**src/rtl/core/can_acceptance_filter_table_assert.svh**
```systemverilog
// Assertion macros shared by the filter table RTL.
`ifndef CAN_ACCEPTANCE_FILTER_TABLE_ASSERT_SVH
`define CAN_ACCEPTANCE_FILTER_TABLE_ASSERT_SVH

// Same-cycle implication, checked outside reset.
`define CAFT_ASSERT_SAME(label, ante, cons) \
	label: assert property (@(posedge clk) disable iff (!arst_n) (ante) |-> (cons)) \
		else $error("assertion failed: %m");

// Next-cycle implication, checked outside reset.
`define CAFT_ASSERT_NEXT(label, ante, cons) \
	label: assert property (@(posedge clk) disable iff (!arst_n) (ante) |=> (cons)) \
		else $error("assertion failed: %m");

`endif

```
**src/rtl/core/caft_pkg.sv**
```systemverilog
// Shared types and constants for the CAN acceptance filter tables.
package caft_pkg;

	localparam int STD_ID_W      = 11;
	localparam int EXT_ID_W      = 29;
	localparam int MBOX_W        = 8;
	localparam int SLOT_OUT_W    = 4;
	localparam int EN_W          = 2;
	localparam int DEF_STD_SLOTS = 16;
	localparam int DEF_EXT_SLOTS = 8;

	localparam logic [EN_W-1:0] EN_DISABLED = 2'd0;

	typedef enum logic [1:0] {
		ST_OK          = 2'd0,
		ST_BAD_MAILBOX = 2'd1,
		ST_FULL        = 2'd2,
		ST_NOT_FOUND   = 2'd3
	} status_t;

	localparam logic OP_ADD    = 1'b0;
	localparam logic OP_REMOVE = 1'b1;

	typedef struct packed {
		logic [EN_W-1:0]     en;
		logic [STD_ID_W-1:0] ident;
		logic [STD_ID_W-1:0] mask;
	} std_entry_t;

	typedef struct packed {
		logic [EN_W-1:0]     en;
		logic [EXT_ID_W-1:0] ident;
		logic [EXT_ID_W-1:0] mask;
	} ext_entry_t;

	// controller -> datapath
	typedef struct packed {
		logic load;
		logic scan;
		logic commit;
	} caft_cmd_t;

	// datapath -> controller
	typedef struct packed {
		logic scan_done;
		logic out_free;
	} caft_stat_t;

endpackage

```
**src/rtl/core/caft_ctrl.sv**
```systemverilog
// Sequencer for one filter request: load, table scan, commit.
module caft_ctrl
	import caft_pkg::*;
(
	input  logic       clk,
	input  logic       arst_n,
	input  logic       item_valid,
	output logic       item_stall,
	input  caft_stat_t stat,
	output caft_cmd_t  cmd
);

	typedef enum logic [1:0] {
		S_IDLE,
		S_SCAN,
		S_COMMIT
	} state_t;

	state_t state_q;
	logic   stall_q;

	always_ff @(posedge clk or negedge arst_n) begin
		if (!arst_n) begin
			state_q <= S_IDLE;
			stall_q <= 1'b0;
		end else begin
			case (state_q)
				S_IDLE: begin
					if (item_valid) begin
						state_q <= S_SCAN;
						stall_q <= 1'b1;
					end
				end
				S_SCAN: begin
					if (stat.scan_done) begin
						state_q <= S_COMMIT;
					end
				end
				S_COMMIT: begin
					if (stat.out_free) begin
						state_q <= S_IDLE;
						stall_q <= 1'b0;
					end
				end
				default: begin
					state_q <= S_IDLE;
					stall_q <= 1'b0;
				end
			endcase
		end
	end

	assign item_stall = stall_q;

	always_comb begin
		cmd        = '0;
		cmd.load   = (state_q == S_IDLE) && item_valid;
		cmd.scan   = (state_q == S_SCAN);
		cmd.commit = (state_q == S_COMMIT) && stat.out_free;
	end

endmodule

```
**src/rtl/core/caft_datapath.sv**
```systemverilog
// Request registers, filter table memories, scan compare and result register.
module caft_datapath
	import caft_pkg::*;
#(
	parameter int STD_SLOTS = DEF_STD_SLOTS,
	parameter int EXT_SLOTS = DEF_EXT_SLOTS
) (
	input  logic                  clk,
	input  logic                  arst_n,
	input  caft_cmd_t             cmd,
	output caft_stat_t            stat,
	input  logic                  op,
	input  logic                  is_extended,
	input  logic [EXT_ID_W-1:0]   frame_id,
	input  logic [EXT_ID_W-1:0]   id_mask,
	input  logic [MBOX_W-1:0]     fifo_sel,
	output logic                  result_valid,
	input  logic                  result_stall,
	output logic [1:0]            status,
	output logic [SLOT_OUT_W-1:0] slot_index,
	output logic                  was_update,
	output logic                  reject_std_unmatched,
	output logic                  reject_ext_unmatched
);

	localparam int MAX_SLOTS = (STD_SLOTS > EXT_SLOTS) ? STD_SLOTS : EXT_SLOTS;
	localparam int SCAN_W    = $clog2(MAX_SLOTS + 1);
	localparam int STD_AW    = (STD_SLOTS > 1) ? $clog2(STD_SLOTS) : 1;
	localparam int EXT_AW    = (EXT_SLOTS > 1) ? $clog2(EXT_SLOTS) : 1;
	localparam int IDX_W     = (STD_AW > EXT_AW) ? STD_AW : EXT_AW;
	localparam logic [SCAN_W-1:0] STD_N = SCAN_W'(STD_SLOTS);
	localparam logic [SCAN_W-1:0] EXT_N = SCAN_W'(EXT_SLOTS);

	// latched request
	logic                op_q;
	logic                ext_q;
	logic [EXT_ID_W-1:0] ident_q;
	logic [EXT_ID_W-1:0] mask_q;
	logic                mbox_ok_q;
	logic                mbox_q;

	// scan state
	logic [SCAN_W-1:0] rd_idx_q;
	logic              issue;
	logic [SCAN_W-1:0] n_slots;
	logic              cmp_vld_s1;
	logic [IDX_W-1:0]  cmp_idx_s1;
	logic              hit_found_q;
	logic [IDX_W-1:0]  hit_idx_q;
	logic [EXT_ID_W-1:0] hit_mask_q;
	logic              free_found_q;
	logic [IDX_W-1:0]  free_idx_q;

	// tables
	std_entry_t std_mem [STD_SLOTS];
	ext_entry_t ext_mem [EXT_SLOTS];
	logic [STD_SLOTS-1:0] std_vld_q;
	logic [EXT_SLOTS-1:0] ext_vld_q;
	std_entry_t std_rd_s1;
	ext_entry_t ext_rd_s1;
	logic       std_rv_s1;
	logic       ext_rv_s1;

	logic [EN_W-1:0]     ent_en;
	logic [EXT_ID_W-1:0] ent_id;
	logic [EXT_ID_W-1:0] ent_mask;

	// commit decision
	logic            wr_en;
	logic [IDX_W-1:0] wr_idx;
	logic [EN_W-1:0] wr_code;
	logic [EXT_ID_W-1:0] wr_mask;
	status_t         res_status;
	logic            res_upd;
	logic [IDX_W+SLOT_OUT_W-1:0] slot_wide;

	logic reject_std_q;
	logic reject_ext_q;
	logic result_valid_q;

	assign n_slots = ext_q ? EXT_N : STD_N;
	assign issue   = cmd.scan && (rd_idx_q != n_slots);

	// request latch, payload only
	always_ff @(posedge clk) begin
		if (cmd.load) begin
			op_q      <= op;
			ext_q     <= is_extended;
			ident_q   <= is_extended ? frame_id :
				{{(EXT_ID_W-STD_ID_W){1'b0}}, frame_id[STD_ID_W-1:0]};
			mask_q    <= is_extended ? id_mask :
				{{(EXT_ID_W-STD_ID_W){1'b0}}, id_mask[STD_ID_W-1:0]};
			mbox_ok_q <= (fifo_sel[MBOX_W-1:1] == '0);
			mbox_q    <= fifo_sel[0];
		end
	end

	// scan counter and first-hit / first-free tracking
	always_ff @(posedge clk or negedge arst_n) begin
		if (!arst_n) begin
			rd_idx_q     <= '0;
			cmp_vld_s1   <= 1'b0;
			hit_found_q  <= 1'b0;
			free_found_q <= 1'b0;
		end else if (cmd.load) begin
			rd_idx_q     <= '0;
			cmp_vld_s1   <= 1'b0;
			hit_found_q  <= 1'b0;
			free_found_q <= 1'b0;
		end else begin
			cmp_vld_s1 <= issue;
			if (issue) begin
				rd_idx_q <= rd_idx_q + 1'b1;
			end
			if (cmp_vld_s1) begin
				if (!hit_found_q && (ent_id == ident_q)) begin
					hit_found_q <= 1'b1;
				end
				if (!free_found_q && (ent_en == EN_DISABLED)) begin
					free_found_q <= 1'b1;
				end
			end
		end
	end

	always_ff @(posedge clk) begin
		if (issue) begin
			cmp_idx_s1 <= rd_idx_q[IDX_W-1:0];
		end
		if (cmp_vld_s1 && !hit_found_q && (ent_id == ident_q)) begin
			hit_idx_q  <= cmp_idx_s1;
			hit_mask_q <= ent_mask;
		end
		if (cmp_vld_s1 && !free_found_q && (ent_en == EN_DISABLED)) begin
			free_idx_q <= cmp_idx_s1;
		end
	end

	// an entry never written reads as all zero
	always_comb begin
		if (ext_q) begin
			ent_en   = ext_rv_s1 ? ext_rd_s1.en : EN_DISABLED;
			ent_id   = ext_rv_s1 ? ext_rd_s1.ident : '0;
			ent_mask = ext_rv_s1 ? ext_rd_s1.mask : '0;
		end else begin
			ent_en   = std_rv_s1 ? std_rd_s1.en : EN_DISABLED;
			ent_id   = std_rv_s1 ? {{(EXT_ID_W-STD_ID_W){1'b0}}, std_rd_s1.ident} : '0;
			ent_mask = std_rv_s1 ? {{(EXT_ID_W-STD_ID_W){1'b0}}, std_rd_s1.mask} : '0;
		end
	end

	// commit decision
	always_comb begin
		wr_en      = 1'b0;
		wr_idx     = hit_found_q ? hit_idx_q : free_idx_q;
		wr_code    = EN_DISABLED;
		res_status = ST_OK;
		res_upd    = 1'b0;
		if (op_q == OP_REMOVE) begin
			if (hit_found_q) begin
				wr_en = 1'b1;
			end else begin
				res_status = ST_NOT_FOUND;
			end
		end else if (!mbox_ok_q) begin
			res_status = ST_BAD_MAILBOX;
		end else if (hit_found_q || free_found_q) begin
			wr_en   = 1'b1;
			wr_code = {1'b0, mbox_q} + 2'd1;
			res_upd = hit_found_q;
		end else begin
			res_status = ST_FULL;
		end
	end

	// remove only clears the enable code; the stored mask is written back
	assign wr_mask = (op_q == OP_REMOVE) ? hit_mask_q : mask_q;

	assign slot_wide = (res_status == ST_OK) ?
		{{SLOT_OUT_W{1'b0}}, wr_idx} : '0;

	// table memories: one read port for the scan, one write port for commit
	always_ff @(posedge clk) begin
		if (issue && !ext_q) begin
			std_rd_s1 <= std_mem[rd_idx_q[STD_AW-1:0]];
		end
		if (issue && ext_q) begin
			ext_rd_s1 <= ext_mem[rd_idx_q[EXT_AW-1:0]];
		end
		if (cmd.commit && wr_en && !ext_q) begin
			std_mem[wr_idx[STD_AW-1:0]] <= '{en: wr_code,
				ident: ident_q[STD_ID_W-1:0], mask: wr_mask[STD_ID_W-1:0]};
		end
		if (cmd.commit && wr_en && ext_q) begin
			ext_mem[wr_idx[EXT_AW-1:0]] <= '{en: wr_code, ident: ident_q, mask: wr_mask};
		end
	end

	always_ff @(posedge clk or negedge arst_n) begin
		if (!arst_n) begin
			std_vld_q <= '0;
			ext_vld_q <= '0;
			std_rv_s1 <= 1'b0;
			ext_rv_s1 <= 1'b0;
		end else begin
			if (issue && !ext_q) begin
				std_rv_s1 <= std_vld_q[rd_idx_q[STD_AW-1:0]];
			end
			if (issue && ext_q) begin
				ext_rv_s1 <= ext_vld_q[rd_idx_q[EXT_AW-1:0]];
			end
			if (cmd.commit && wr_en && !ext_q) begin
				std_vld_q[wr_idx[STD_AW-1:0]] <= 1'b1;
			end
			if (cmd.commit && wr_en && ext_q) begin
				ext_vld_q[wr_idx[EXT_AW-1:0]] <= 1'b1;
			end
		end
	end

	// sticky flags and result valid
	always_ff @(posedge clk or negedge arst_n) begin
		if (!arst_n) begin
			reject_std_q   <= 1'b0;
			reject_ext_q   <= 1'b0;
			result_valid_q <= 1'b0;
		end else begin
			if (cmd.commit) begin
				result_valid_q <= 1'b1;
			end else if (!result_stall) begin
				result_valid_q <= 1'b0;
			end
			if (cmd.commit && wr_en && (op_q == OP_ADD)) begin
				if (ext_q) begin
					reject_ext_q <= 1'b1;
				end else begin
					reject_std_q <= 1'b1;
				end
			end
		end
	end

	// result payload
	always_ff @(posedge clk) begin
		if (cmd.commit) begin
			status     <= res_status;
			slot_index <= slot_wide[SLOT_OUT_W-1:0];
			was_update <= res_upd;
		end
	end

	assign result_valid         = result_valid_q;
	assign reject_std_unmatched = reject_std_q;
	assign reject_ext_unmatched = reject_ext_q;

	assign stat.scan_done = (rd_idx_q == n_slots) && !cmp_vld_s1;
	assign stat.out_free  = !result_valid_q || !result_stall;

endmodule

```
**src/rtl/core/can_acceptance_filter_table.sv**
```systemverilog
// Top level of the CAN acceptance filter table block.
// Keeps two acceptance filter tables, STD_SLOTS entries for 11-bit identifiers
// and EXT_SLOTS entries for 29-bit identifiers, and serves one add or remove
// request per transfer. A request scans the selected table one entry per cycle
// through the table memory's single read port, noting the first entry whose
// stored identifier equals the request identifier (disabled entries included)
// and the first disabled entry, then commits at most one write and one result.
// item_stall stays high from the transfer until the result is loaded, so no new
// request is taken while one is scanning or waiting to commit. The result
// register decouples the output side: a new request is taken while the
// previous result still waits, and its commit is held until that result leaves.
// Add with a mailbox other than 0 or 1 reports invalid mailbox; add with no
// match and no free slot reports table full; remove with no match reports
// not found; none of these change state. A successful add writes enable code
// mailbox+1, the identifier and the mask, and sets that class's sticky
// reject-unmatched flag. Both tables read as cleared right after reset through
// per-entry valid flops, so no clearing pass is needed. slot_index reports the
// low four bits of the slot number.
module can_acceptance_filter_table
	import caft_pkg::*;
#(
	parameter int STD_SLOTS = DEF_STD_SLOTS,
	parameter int EXT_SLOTS = DEF_EXT_SLOTS
) (
	input  logic                  clk,
	input  logic                  arst_n,
	// request channel
	input  logic                  item_valid,
	output logic                  item_stall,
	input  logic                  op,
	input  logic                  is_extended,
	input  logic [EXT_ID_W-1:0]   frame_id,
	input  logic [EXT_ID_W-1:0]   id_mask,
	input  logic [MBOX_W-1:0]     fifo_sel,
	// result channel
	output logic                  result_valid,
	input  logic                  result_stall,
	output logic [1:0]            status,
	output logic [SLOT_OUT_W-1:0] slot_index,
	output logic                  was_update,
	output logic                  reject_std_unmatched,
	output logic                  reject_ext_unmatched
);

`include "can_acceptance_filter_table_assert.svh"

	caft_cmd_t  cmd;
	caft_stat_t stat;

	// sequencer: idle -> scan -> commit
	caft_ctrl u_ctrl (
		.clk        (clk),
		.arst_n     (arst_n),
		.item_valid (item_valid),
		.item_stall (item_stall),
		.stat       (stat),
		.cmd        (cmd)
	);

	// tables, compare logic, flags and result register
	caft_datapath #(
		.STD_SLOTS (STD_SLOTS),
		.EXT_SLOTS (EXT_SLOTS)
	) u_datapath (
		.clk                  (clk),
		.arst_n               (arst_n),
		.cmd                  (cmd),
		.stat                 (stat),
		.op                   (op),
		.is_extended          (is_extended),
		.frame_id             (frame_id),
		.id_mask              (id_mask),
		.fifo_sel             (fifo_sel),
		.result_valid         (result_valid),
		.result_stall         (result_stall),
		.status               (status),
		.slot_index           (slot_index),
		.was_update           (was_update),
		.reject_std_unmatched (reject_std_unmatched),
		.reject_ext_unmatched (reject_ext_unmatched)
	);

	// a taken request keeps the input side closed for at least the scan
	`CAFT_ASSERT_NEXT(a_busy_after_take, item_valid && !item_stall, item_stall)
	// reject flags never clear once set
	`CAFT_ASSERT_NEXT(a_std_flag_sticky, reject_std_unmatched, reject_std_unmatched)
	`CAFT_ASSERT_NEXT(a_ext_flag_sticky, reject_ext_unmatched, reject_ext_unmatched)
	// an error result carries slot 0 and no update mark
	`CAFT_ASSERT_SAME(a_err_fields, result_valid && (status != ST_OK), (slot_index == '0) && !was_update)

endmodule

```
**config.mk**
```make
export PLATFORM = sky130hd
export DESIGN_NAME = can_acceptance_filter_table
export DESIGN_NICKNAME = d
export VERILOG_FILES = /design/src/rtl/core/caft_pkg.sv /design/src/rtl/core/caft_ctrl.sv /design/src/rtl/core/caft_datapath.sv /design/src/rtl/core/can_acceptance_filter_table.sv
export VERILOG_INCLUDE_DIRS = /design/src /design/src/rtl/core
export SDC_FILE = /design/constraint.sdc
export NUM_CORES = 1
export LEC_CHECK = 0
export ABC_AREA = 1
export BUFFER_PORTS_ARGS = -buffer_cell sky130_fd_sc_hd__buf_4
export CORE_MARGIN = 4
export CORE_UTILIZATION = 50
export CTS_BUF_LIST = sky130_fd_sc_hd__clkbuf_4
export CTS_CLUSTER_DIAMETER = 30
export DETAILED_ROUTE_END_ITERATION = 16
export HOLD_SLACK_MARGIN = 0.03
export PLACE_DENSITY = 0.66
export SETUP_SLACK_MARGIN = 0.15
export SKIP_LAST_GASP = 1
export SLEW_MARGIN = 10
export SYNTH_ARGS = -nofsm -noshare
export SYNTH_HDL_FRONTEND = slang
export SYNTH_SLANG_ARGS = --single-unit
```
**constraint.sdc**
```tcl
create_clock -name clk -period 4.16 [get_ports clk]
set_input_delay 0.832 -clock clk [delete_from_list [all_inputs] [get_ports clk]]
set_output_delay 0.832 -clock clk [all_outputs]
set_load 0.05 [all_outputs]
```
==> impl_metrics.json, run 1 <==
{
  "cts_setup_buffers": 0,
  "min_from": "frame_id[23]",
  "power_frac_comb": 0.258,
  "start_util": 0.506,
  "syn_area_um2": 23500,
  "die_y_um": 225,
  "final_nets": 2149,
  "fmax_ghz": 0.323,
  "startpoint_type": "flop",
  "hold_class": "in2reg",
  "antenna_found_initial": 1,
  "clkSlewWorstSetupHoldPaths_ns": 0.07,
  "period_needed_ns": 3.09,
  "utilization": 0.579,
  "syn_avg_cell_area_um2": 12.4,
  "die_w_um": 225,
  "setup_viol": 0,
  "drive_gt1_frac": 0.174,
  "route.detailed.vias_per_inst": 5.54,
  "dpl.hpwl_mm": 29.8,
  "cp_top_family": "buffers and inverters",
  "clkLatencyLatePin_ns": 0.97,
  "p_leak_uw": 0.00978,
  "power_density_nw_per_um2": 638,
  "cap_violations": 0,
  "final_cell_mix": "edfxtp_1, nor2_1, o21ai_0",
  "cts-root-buf": "clkbuf_4",
  "globalplace.congestion": 0.851,
  "grt_usage": 0.218,
  "antenna_left": 0,
  "place_area_um2": 24700,
  "row_count": 79,
  "r2r_end": "u_datapath.ext_rd_s1[38]$_DFFE_PP_",
  "maxSlewViolCount": 0,
  "drt_wl_total_mm": 54.7,
  "core_um2": 46600,
  "p_switching_uw": 5850,
  "synth_warnings": 0,
  "r2r_slack_ns": 1.07,
  "grt_pass1_vias": 15191,
  "fillers": 3746,
  "yosys-top-cells-area": "edfxtp_1, nor2_1, o21ai_0",
  "critPathArrivalTime_ns": 3.84,
  "cpMaxStageDelayCell": "buf_4",
  "cp_max_fo": 136,
  "drc_errors": 0,
  "ys_seq_elements": 592,
  "outcome": "completed",
  "final_common_cell": "edfxtp_1",
  "tns_ns": 0,
  "postSynthCellCount": 1900,
  "clockBufferDepth": 3,
  "overflow": 0,
  "critPathLaunch": "u_datapath.rd_idx_q[0]$_DFFE_PN0P_",
  "critPathCaptureType": "flop",
  "drtPass1Iterations": 5,
  "slew_headroom": 0.281,
  "ys_seq_area_frac": 0.747,
  "crit_chain": "inv_6 -> buf_4 -> o21ai_0 -> o22ai_1 -> nor2_1 -> a31oi_1",
  "finalPower_uw": 17200,
  "vdd_drop_max_v": 0.000346,
  "synth_edf_count": 552,
  "first_iter_violations": 1574,
  "port_buffers": 53,
  "synth_top_area_share": 0.704,
  "final_hold_viol_count": 0,
  "dr_total_vias": 15503,
  "p_clk_frac": 0.296,
  "synth_ff_type": "edfxtp_1",
  "synthToLayoutAreaGrowth_pct": 14.5,
  "wl_per_cell_um": 19.5,
  "tightest_slew_ns": 1.08,
  "cts_buffers": 156,
  "yosysUniqueCellTypes": 38,
  "p_sw_frac": 0.340,
  "rsz0062_at_grt": "no",
  "intPower_uw": 11400,
  "cts.sinks": 592,
  "yosysTopAreaCell": "edfxtp_1",
  "cts_tree": "done",
  "reg2reg_depth": 6,
  "synth-async-reset-ratio": 0.0676,
  "required_ns": 4.91,
  "worstSetupPathType": "reg2reg",
  "hold_path_end": "u_datapath.ident_q[23]$_SDFFCE_PN0P_",
  "cts_max_level": 4,
  "fin_crit_sh": 0.744,
  "whs_path_depth": 3,
  "critPathBufInv": 2,
  "ioPinCount": 83,
  "design_area_um2": 27000,
  "worstReg2RegStart": "u_datapath.rd_idx_q[0]$_DFFE_PN0P_",
  "syn_nets": 1974,
  "grt_pass1_wl_mm": 84.5,
  "clock_skew_ns": 0.0557,
  "cp_slowest_stage_delay_ns": 0.70,
  "dieArea_um2": 50600,
  "pwr-share-seq": 0.446,
  "grt_max_degree": 137
}
[Yosys cell counts (2+ instances only)]
cell      number
a21oi_1       14
inv_2          5
clkbuf_1      67
a211oi_1       2
dfrtp_1       40
buf_2         33
nand3b_1       6
or2_1         16
buf_1          5
edfxtp_1     552
o211ai_1       5
ha_1           2
nand4_1       12
nand2_1      175
nor3b_1        2
nor3_1         3
or2_2          3
o21ai_0      266
a31oi_1       31
a31o_2         2
nor2_1       398
o22ai_1       62
o221ai_1      21
nand2_2        4
o21bai_1       2
nor2_2         2
inv_1         82
nand3_1       78
[power by group through the flow]
stage               combinational, uW  clock [uW]  sequential (uW)
finish                           4440        5090             7680
global route                     4960        5570             7730
CTS                              4450        5210             7670
detailed placement               4420           0             7800
global placement                 4310           0             7770
floorplan                        3060           0             7680
[final cells by class]
type                       instances  area [um^2]  share of cell area
antenna                            2         5.00            0.000186
clock buffer                     225         1690              0.0627
clock inverter                    48          339              0.0126
inverter                          88          337              0.0125
multi-input combinational       1114         5260               0.195
sequential                       592        17600               0.652
tap                              607          759              0.0282
timing repair buffer             123          978              0.0363
[tightest hold or removal path, delay by kind of cell]
kind	cells	cell delay, ns
simple gates	1	0.04
buf+inv	2	0.12
[kinds of logic after synthesis]
family	after synthesis	share of synthesized area
AOI/OAI and AO/OA	407	0.0964
adders and majority gates	2	0.00106
buffers and inverters	194	0.0328
DFF	592	0.747
and+or+nand+nor	705	0.123
[metal layers]
metal  vias up  track usage  wire, um
li1       7280            -         -
met1      7550        0.297     23300
met2       590        0.338     25800
met3        83       0.0647      4430
met4         0       0.0785      1190
met5         -            0         0
[state kept, by name (all words and copies together) (netlist names), 4 cells and up]
| signal | cells |
|---|---|
| u_datapath.ident_q | 29 |
| u_datapath.std_vld_q | 16 |
| u_datapath.rd_idx_q | 5 |
| u_datapath.ext_vld_q | 8 |
| u_datapath.ext_rd_s1 | 31 |
| u_datapath.hit_idx_q | 4 |
| u_datapath.free_idx_q | 4 |
| u_datapath.ext_mem | 248 |
| u_datapath.cmp_idx_s1 | 4 |
| u_datapath.std_rd_s1 | 13 |
| u_datapath.std_mem | 208 |
| u_datapath.slot_index | 4 |
[through the flow]
stage / setup slack, ns / hold WS, ns / std cells
floorplan: 0.677 / 0.421 / 1900
global placement: 1.11 / 0.425 / 2502
detailed placement: 1.07 / 0.433 / 2502
CTS: 1.02 / 0.0374 / 2797
global route: 0.780 / 0.0653 / 2798
finish: 1.07 / 0.142 / 2799
[worst max-delay path by stage]
stage          slack, ns  cells past startpoint                             endpoint
2_1_floorplan       0.68                      5  u_datapath.ext_mem[6][29]$_DFFE_PP_
3_3_place_gp        1.11                      8  u_datapath.std_mem[7][17]$_DFFE_PP_
3_5_place_dp        1.07                      5   u_datapath.std_rd_s1[18]$_DFFE_PP_
4_1_cts             1.02                      5   u_datapath.std_rd_s1[17]$_DFFE_PP_
5_1_grt             0.78                      6   u_datapath.ext_rd_s1[38]$_DFFE_PP_
6_report            1.07                      6   u_datapath.ext_rd_s1[38]$_DFFE_PP_
[repair_timing]
item | 4_1_cts | 5_1_grt
gates resized for setup | 0 | 0
hold endpoints to repair | 61 | 0
hold buffers | 22 | 0
(Power assumes the default switching activity.)
==> run 2: changes to the inputs <==
- ABC_AREA: 1 -> 0
- PLACE_DENSITY: 0.66 -> 0.68
- clock period: 4.16 -> 2.7 ns (I/O delays scaled with it)
==> run 2 against run 1 <==
Net effect: utilization is 2.4 points higher; die area fell by 2.6%; design area rose by 1.5%; total power up 40%; combinational power rose by 18%; sequential power is 43% higher; global-route usage decreased by 1.4 points; largest cell class unchanged; highest routed layer unchanged.
==> impl_metrics.json, run 2 <==
{
  "final_cell_mix": "edfxtp_1, clkbuf_4, mux4_2",
  "syn_avg_cell_area_um2": 21.0,
  "worstSetupPathType": "reg2reg",
  "globalplace.congestion": 0.797,
  "port_buffers": 53,
  "drtPass1Iterations": 5,
  "die_w_um": 222,
  "synth-async-reset-ratio": 0.0676,
  "cts_tree": "done",
  "clock_skew_ns": 0.0559,
  "syn_area_um2": 22900,
  "cap_violations": 0,
  "rsz0062_at_grt": "no",
  "row_count": 78,
  "synth_common_cells": "edfxtp_1, mux4_2, nor2_1",
  "dpl.hpwl_mm": 27.3,
  "syn_nets": 1163,
  "ys_seq_elements": 592,
  "p_switching_uw": 6260,
  "p_leak_uw": 0.00923,
  "die_y_um": 222,
  "clockBufferDepth": 3,
  "tightest_slew_ns": 0.590,
  "start_util": 0.505,
  "setup_viol": 0,
  "fin_crit_sh": 0.937,
  "cp_slowest_stage_delay_ns": 0.52,
  "synth_warnings": 0,
  "cts_max_level": 4,
  "cts-root-buf": "clkbuf_4",
  "p_sw_frac": 0.260,
  "critPathArrivalTime_ns": 3.04,
  "clkSlewWorstSetupHoldPaths_ns": 0.07,
  "crit_chain": "buf_4 -> nor2b_4 -> a22oi_2 -> xnor2_1 -> or4_4 -> nor4_4 -> buf_4",
  "intPower_uw": 17800,
  "final_hold_viol_count": 0,
  "grt_pass1_vias": 12361,
  "power_frac_comb": 0.217,
  "critPathBufInv": 2,
  "hold_class": "in2async",
  "pwr-share-seq": 0.459,
  "core_um2": 45400,
  "dr_total_vias": 11836,
  "yosysMostFrequentCell": "edfxtp_1",
  "yosysTopAreaCell": "edfxtp_1",
  "outcome": "completed",
  "fillers": 3298,
  "synthToLayoutAreaGrowth_pct": 19.4,
  "critPathCaptureType": "flop",
  "fin_cells": 2083,
  "placed_cells": 1769,
  "finalPower_uw": 24100,
  "yosys-top-cells-area": "edfxtp_1, mux4_2, dfrtp_1",
  "required_ns": 3.21,
  "maxSlewViolCount": 0,
  "cpMaxStageDelayCell": "or4_4",
  "slew_headroom": 0.607,
  "synth_edf_count": 552,
  "overflow": 0,
  "drc_errors": 0,
  "largest_reg_flops": 248,
  "utilization": 0.603,
  "grt_max_degree": 67,
  "dieArea_um2": 49300,
  "final_common_cell": "edfxtp_1",
  "first_iter_violations": 1126,
  "cts.sinks": 592,
  "path_common_cell": "buf_4",
  "startpoint_type": "flop",
  "ioPinCount": 83,
  "wl_per_cell_um": 24.1,
  "ys_seq_area_frac": 0.767,
  "period_needed_ns": 2.53,
  "synth_ff_type": "edfxtp_1",
  "clkLatencyLatePin_ns": 0.84,
  "synth_top_area_share": 0.723,
  "route.detailed.vias_per_inst": 5.68,
  "yosysUniqueCellTypes": 58,
  "cts_buffers": 147,
  "grt_usage": 0.204,
  "drive_gt1_frac": 0.400,
  "vdd_drop_max_v": 0.000509,
  "antenna_left": 0,
  "postSynthCellCount": 1089,
  "fmax_ghz": 0.395,
  "antenna_found_initial": 1,
  "final_nets": 1446,
  "drt_wl_total_mm": 50.1,
  "power_density_nw_per_um2": 879,
  "cp_top_family": "simple AND/OR/NAND/NOR gates",
  "cp_max_fo": 6,
  "p_clk_frac": 0.324,
  "grt_pass1_wl_mm": 75.0
}
==> run 2: changes by cell type after synthesis, moves of 21 or more <==
cell	change
nand3_1	-70
mux4_2	+134
o21ai_0	-254
o221ai_1	-21
clkbuf_1	-54
and2_1	+21
mux2_2	+33
or2_2	+21
nand2_1	-157
o22ai_1	-53
nor2_1	-339
inv_1	-59
a31oi_1	-28
buf_2	-23
==> run 2: per-stage QoR <==
step           hold WS (ns)  setup WS, ns  setup TNS, ns  area, um^2
6_report              0.238         0.169              0       27400
5_1_grt               0.223         0.146              0       27400
4_1_cts               0.172         0.152              0       27200
3_5_place_dp          0.439        0.0221              0       24800
3_3_place_gp          0.425        0.0435              0       24800
2_1_floorplan         0.244       -0.0108         -0.335       23000
==> run 2: final cells by class <==
cell class	count	area, um^2	area share
Multi-Input combinational cell	428	5100	0.187
Antenna cell	2	5.00	0.000183
Inverter	23	90.1	0.00329
Sequential cell	592	17600	0.643
Tap cell	600	751	0.0274
Timing Repair Buffer	180	1850	0.0675
Clock buffer	210	1580	0.0576
Clock inverter	48	405	0.0148
==> run 2: worst reg2reg max path, cell delays in order (launching register included) <==
cell	delay [ns]
edfxtp_1	0.51
buf_4	0.20
nor2b_4	0.20
a22oi_2	0.08
xnor2_1	0.19
or4_4	0.52
nor4_4	0.33
buf_4	0.20
==> run 2: final timing paths <==
check,from,endpoint,slack [ns],cells after the start
worst max-delay path,u_datapath.ext_q$_DFFE_PP_,u_datapath.hit_idx_q[1]$_DFFE_PP_,0.17,7
worst min-delay path,arst_n,u_datapath.ext_rv_s1$_DFFE_PN0P_,0.24,2
worst max register to register,u_datapath.ext_q$_DFFE_PP_,u_datapath.hit_idx_q[1]$_DFFE_PP_,0.17,7
worst min register to register,u_datapath.cmp_idx_s1[2]$_DFFE_PP_,u_datapath.hit_idx_q[2]$_DFFE_PP_,0.45,0
max in group asynchronous,arst_n,u_datapath.rd_idx_q[0]$_DFFE_PN0P_,2.01,2
min in group clk,op,u_datapath.op_q$_DFFE_PP_,0.45,2
==> run 2: logic make-up (layout without fill, tap and decap cells) <==
kind of cell	Yosys count	in the layout	share of synthesized area
buffers and inverters	69	461	0.0155
flip-flops	592	592	0.767
XOR/XNOR	15	15	0.00573
AND/OR/NAND/NOR	176	176	0.0410
other	0	2	0
AO/OA/AOI/OAI	62	62	0.0190
adder cells (fa/ha/maj)	2	2	0.00109
multiplexers	173	173	0.151
==> run 2: metal layers <==
layer  part of all wire  vias up  wire length (um)  track usage
li1                   -     5122                 -            -
met3              0.077       60              3860       0.0545
met5                  0        -                 0            0
met2               0.50      494             25100        0.330
met1               0.41     6160             20500        0.280
met4              0.013        0               676       0.0536
==> run 2: power groups by stage <==
stage          sequential, uW  combinational [uW]  clock, uW
4_1_cts                 11000                5280       8000
2_1_floorplan           11000                4070          0
3_5_place_dp            11200                5190          0
3_3_place_gp            11200                5140          0
5_1_grt                 11100                5600       8550
6_report                11000                5220       7800
==> run 2: what timing repair did <==
action | in CTS | in global routing
hold buffers | 37 | 0
setup buffers | 2 | 15
resized for setup | 9 | 5
endpoints found under the hold margin | 76 | 0
pin swaps | 3 | 6
setup endpoints to repair | 4 | 4
==> run 3: changes to the inputs <==
- PLACE_DENSITY: 0.68 -> 0.66
- clock period: 2.7 -> 2.9 ns (I/O delays scaled with it)
==> run 3 against run 2 <==
Net effect: count of clock-buffer cells in the layout rose by 11; clock power fell by 9.9%; via count fell by 2.2%; total power fell by 8.5%; non-clock buffer count fell by 28; maximum frequency fell by 3.6%; final cell count fell by 1.2%; hold slack got worse by 0.11 ns; global-route usage fell by 0.31 points; critical path depth fell by 1; critical endpoint unchanged; largest cell class unchanged.
==> impl_metrics.json, run 3 (synthesized netlist as in run 2, its figures left out) <==
{
  "clkSlewWorstSetupHoldPaths_ns": 0.08,
  "cap_violations": 0,
  "core_um2": 45400,
  "die_y_um": 222,
  "r2r_end": "u_datapath.hit_idx_q[1]$_DFFE_PP_",
  "r2r_slack_ns": 0.27,
  "vdd_drop_max_v": 0.000567,
  "drtPass1Iterations": 6,
  "final_nets": 1423,
  "reg2reg_depth": 6,
  "drc_errors": 0,
  "antenna_found_initial": 2,
  "clkLatencyLatePin_ns": 0.85,
  "route.detailed.vias_per_inst": 5.62,
  "final_cell_mix": "edfxtp_1, clkbuf_4, mux4_2",
  "design_area_um2": 26800,
  "cts.sinks": 592,
  "die_w_um": 222,
  "clock_skew_ns": 0.0508,
  "final_common_cell": "edfxtp_1",
  "grt_pass1_wl_mm": 73.6,
  "dr_total_vias": 11575,
  "cts-root-buf": "clkbuf_4",
  "hold_path_end": "u_datapath.ident_q[11]$_SDFFCE_PN0P_",
  "port_buffers": 53,
  "worstSetupPathType": "reg2reg",
  "maxSlewViolCount": 0,
  "min_from": "frame_id[11]",
  "fin_crit_sh": 0.905,
  "grt_max_degree": 82,
  "critPathCaptureType": "flop",
  "p_leak_uw": 0.00903,
  "ioPinCount": 83,
  "antenna_left": 0,
  "globalplace.congestion": 0.767,
  "first_iter_violations": 1034,
  "row_count": 78,
  "fillers": 3302,
  "setup_viol": 0,
  "place_area_um2": 24500,
  "critPathArrivalTime_ns": 3.14,
  "cts_tree": "done",
  "cts_max_level": 4,
  "power_density_nw_per_um2": 820,
  "tightest_slew_ns": 0.913,
  "grt_usage": 0.201,
  "dieArea_um2": 49300,
  "whs_path_depth": 2,
  "cp_max_fo": 8,
  "period_needed_ns": 2.63,
  "overflow": 0,
  "hold_class": "in2reg",
  "tns_ns": 0,
  "drive_gt1_frac": 0.394,
  "rsz0062_at_grt": "no",
  "final_hold_viol_count": 0,
  "startpoint_type": "flop",
  "required_ns": 3.42,
  "grt_pass1_vias": 12279,
  "worstReg2RegStart": "u_datapath.ident_q[12]$_SDFFCE_PN0P_",
  "fmax_ghz": 0.381,
  "dpl.hpwl_mm": 26.8,
  "slew_headroom": 0.392,
  "drt_wl_total_mm": 48.8,
  "largest_reg_flops": 248,
  "synthToLayoutAreaGrowth_pct": 17.1,
  "cts_buffers": 152,
  "clockBufferDepth": 3,
  "outcome": "completed",
  "start_util": 0.505,
  "wl_per_cell_um": 23.7
}
[run 3: changes by cell type in the layout (fill, tap and decap cells not counted), moves of 3 or more]
cell,delta
buf_12,-17
clkbuf_4,+11
clkinv_1,-8
buf_4,-5
inv_2,+5
bufinv_16,-4
dlygate4sd3_1,-3
[run 3: area by class of cell]
cell class | count | area, um^2 | area share
antenna | 3 | 7.51 | 0.000280
inverter | 23 | 90.1 | 0.00336
sequential | 592 | 17600 | 0.655
timing repair buffer | 152 | 1410 | 0.0527
tap | 600 | 751 | 0.0280
clock buffer | 221 | 1660 | 0.0618
multi-input combinational | 428 | 5060 | 0.188
clock inverter | 40 | 267 | 0.00993
[run 3: worst max path at each step]
| stage | from | end |
|---|---|---|
| 6_report | u_datapath.ident_q[12]$_SDFFCE_PN0P_ | u_datapath.hit_idx_q[1]$_DFFE_PP_ |
| 5_1_grt | u_datapath.ident_q[12]$_SDFFCE_PN0P_ | u_datapath.hit_idx_q[1]$_DFFE_PP_ |
| 4_1_cts | u_datapath.ident_q[12]$_SDFFCE_PN0P_ | u_datapath.hit_idx_q[1]$_DFFE_PP_ |
| 3_5_place_dp | u_datapath.ident_q[12]$_SDFFCE_PN0P_ | u_datapath.hit_idx_q[3]$_DFFE_PP_ |
| 3_3_place_gp | u_datapath.ext_q$_DFFE_PP_ | u_datapath.hit_idx_q[3]$_DFFE_PP_ |
| 2_1_floorplan | u_ctrl.state_q[0]$_DFFE_PN0P_ | u_datapath.ext_mem[0][29]$_DFFE_PP_ |
[run 3: worst max-delay path: stages, from the launching register on]
cell	delay (ns)
edfxtp_1	0.51
or2_1	0.27
a2111oi_2	0.38
nor2_1	0.13
or4_4	0.53
nor4_2	0.27
buf_4	0.20
[run 3: power by group]
part           switching [uW]  internal [uW]
Sequential                356           9890
Clock                    3190           3840
Combinational            2180           2550
[run 3: per-stage QoR]
stage	cells	hold slack (ns)	setup WS [ns]	util	power [uW]
finish	2059	0.126	0.274	0.591	22000
global route	2057	0.0302	0.153	0.591	23200
detailed placement	1758	0.439	0.275	0.541	15200
floorplan	1089	0.284	-0.237	-	14000
global placement	1758	0.428	0.293	0.541	15100
CTS	2053	0.0462	0.196	0.590	22300
[run 3: repair_timing]
action,CTS,global route
resized for setup,0,2
setup buffers,0,3
endpoints found under the hold margin,73,0
hold buffers,34,0
setup endpoints to repair,0,4
[run 3: layer usage]
| layer | vias up | global-route usage | wire length (um) |
|---|---|---|---|
| li1 | 5082 | - | - |
| met3 | 60 | 0.0485 | 3060 |
| met1 | 6045 | 0.274 | 20500 |
| met4 | 0 | 0.0586 | 598 |
| met2 | 388 | 0.328 | 24600 |
| met5 | - | 0 | 0 |
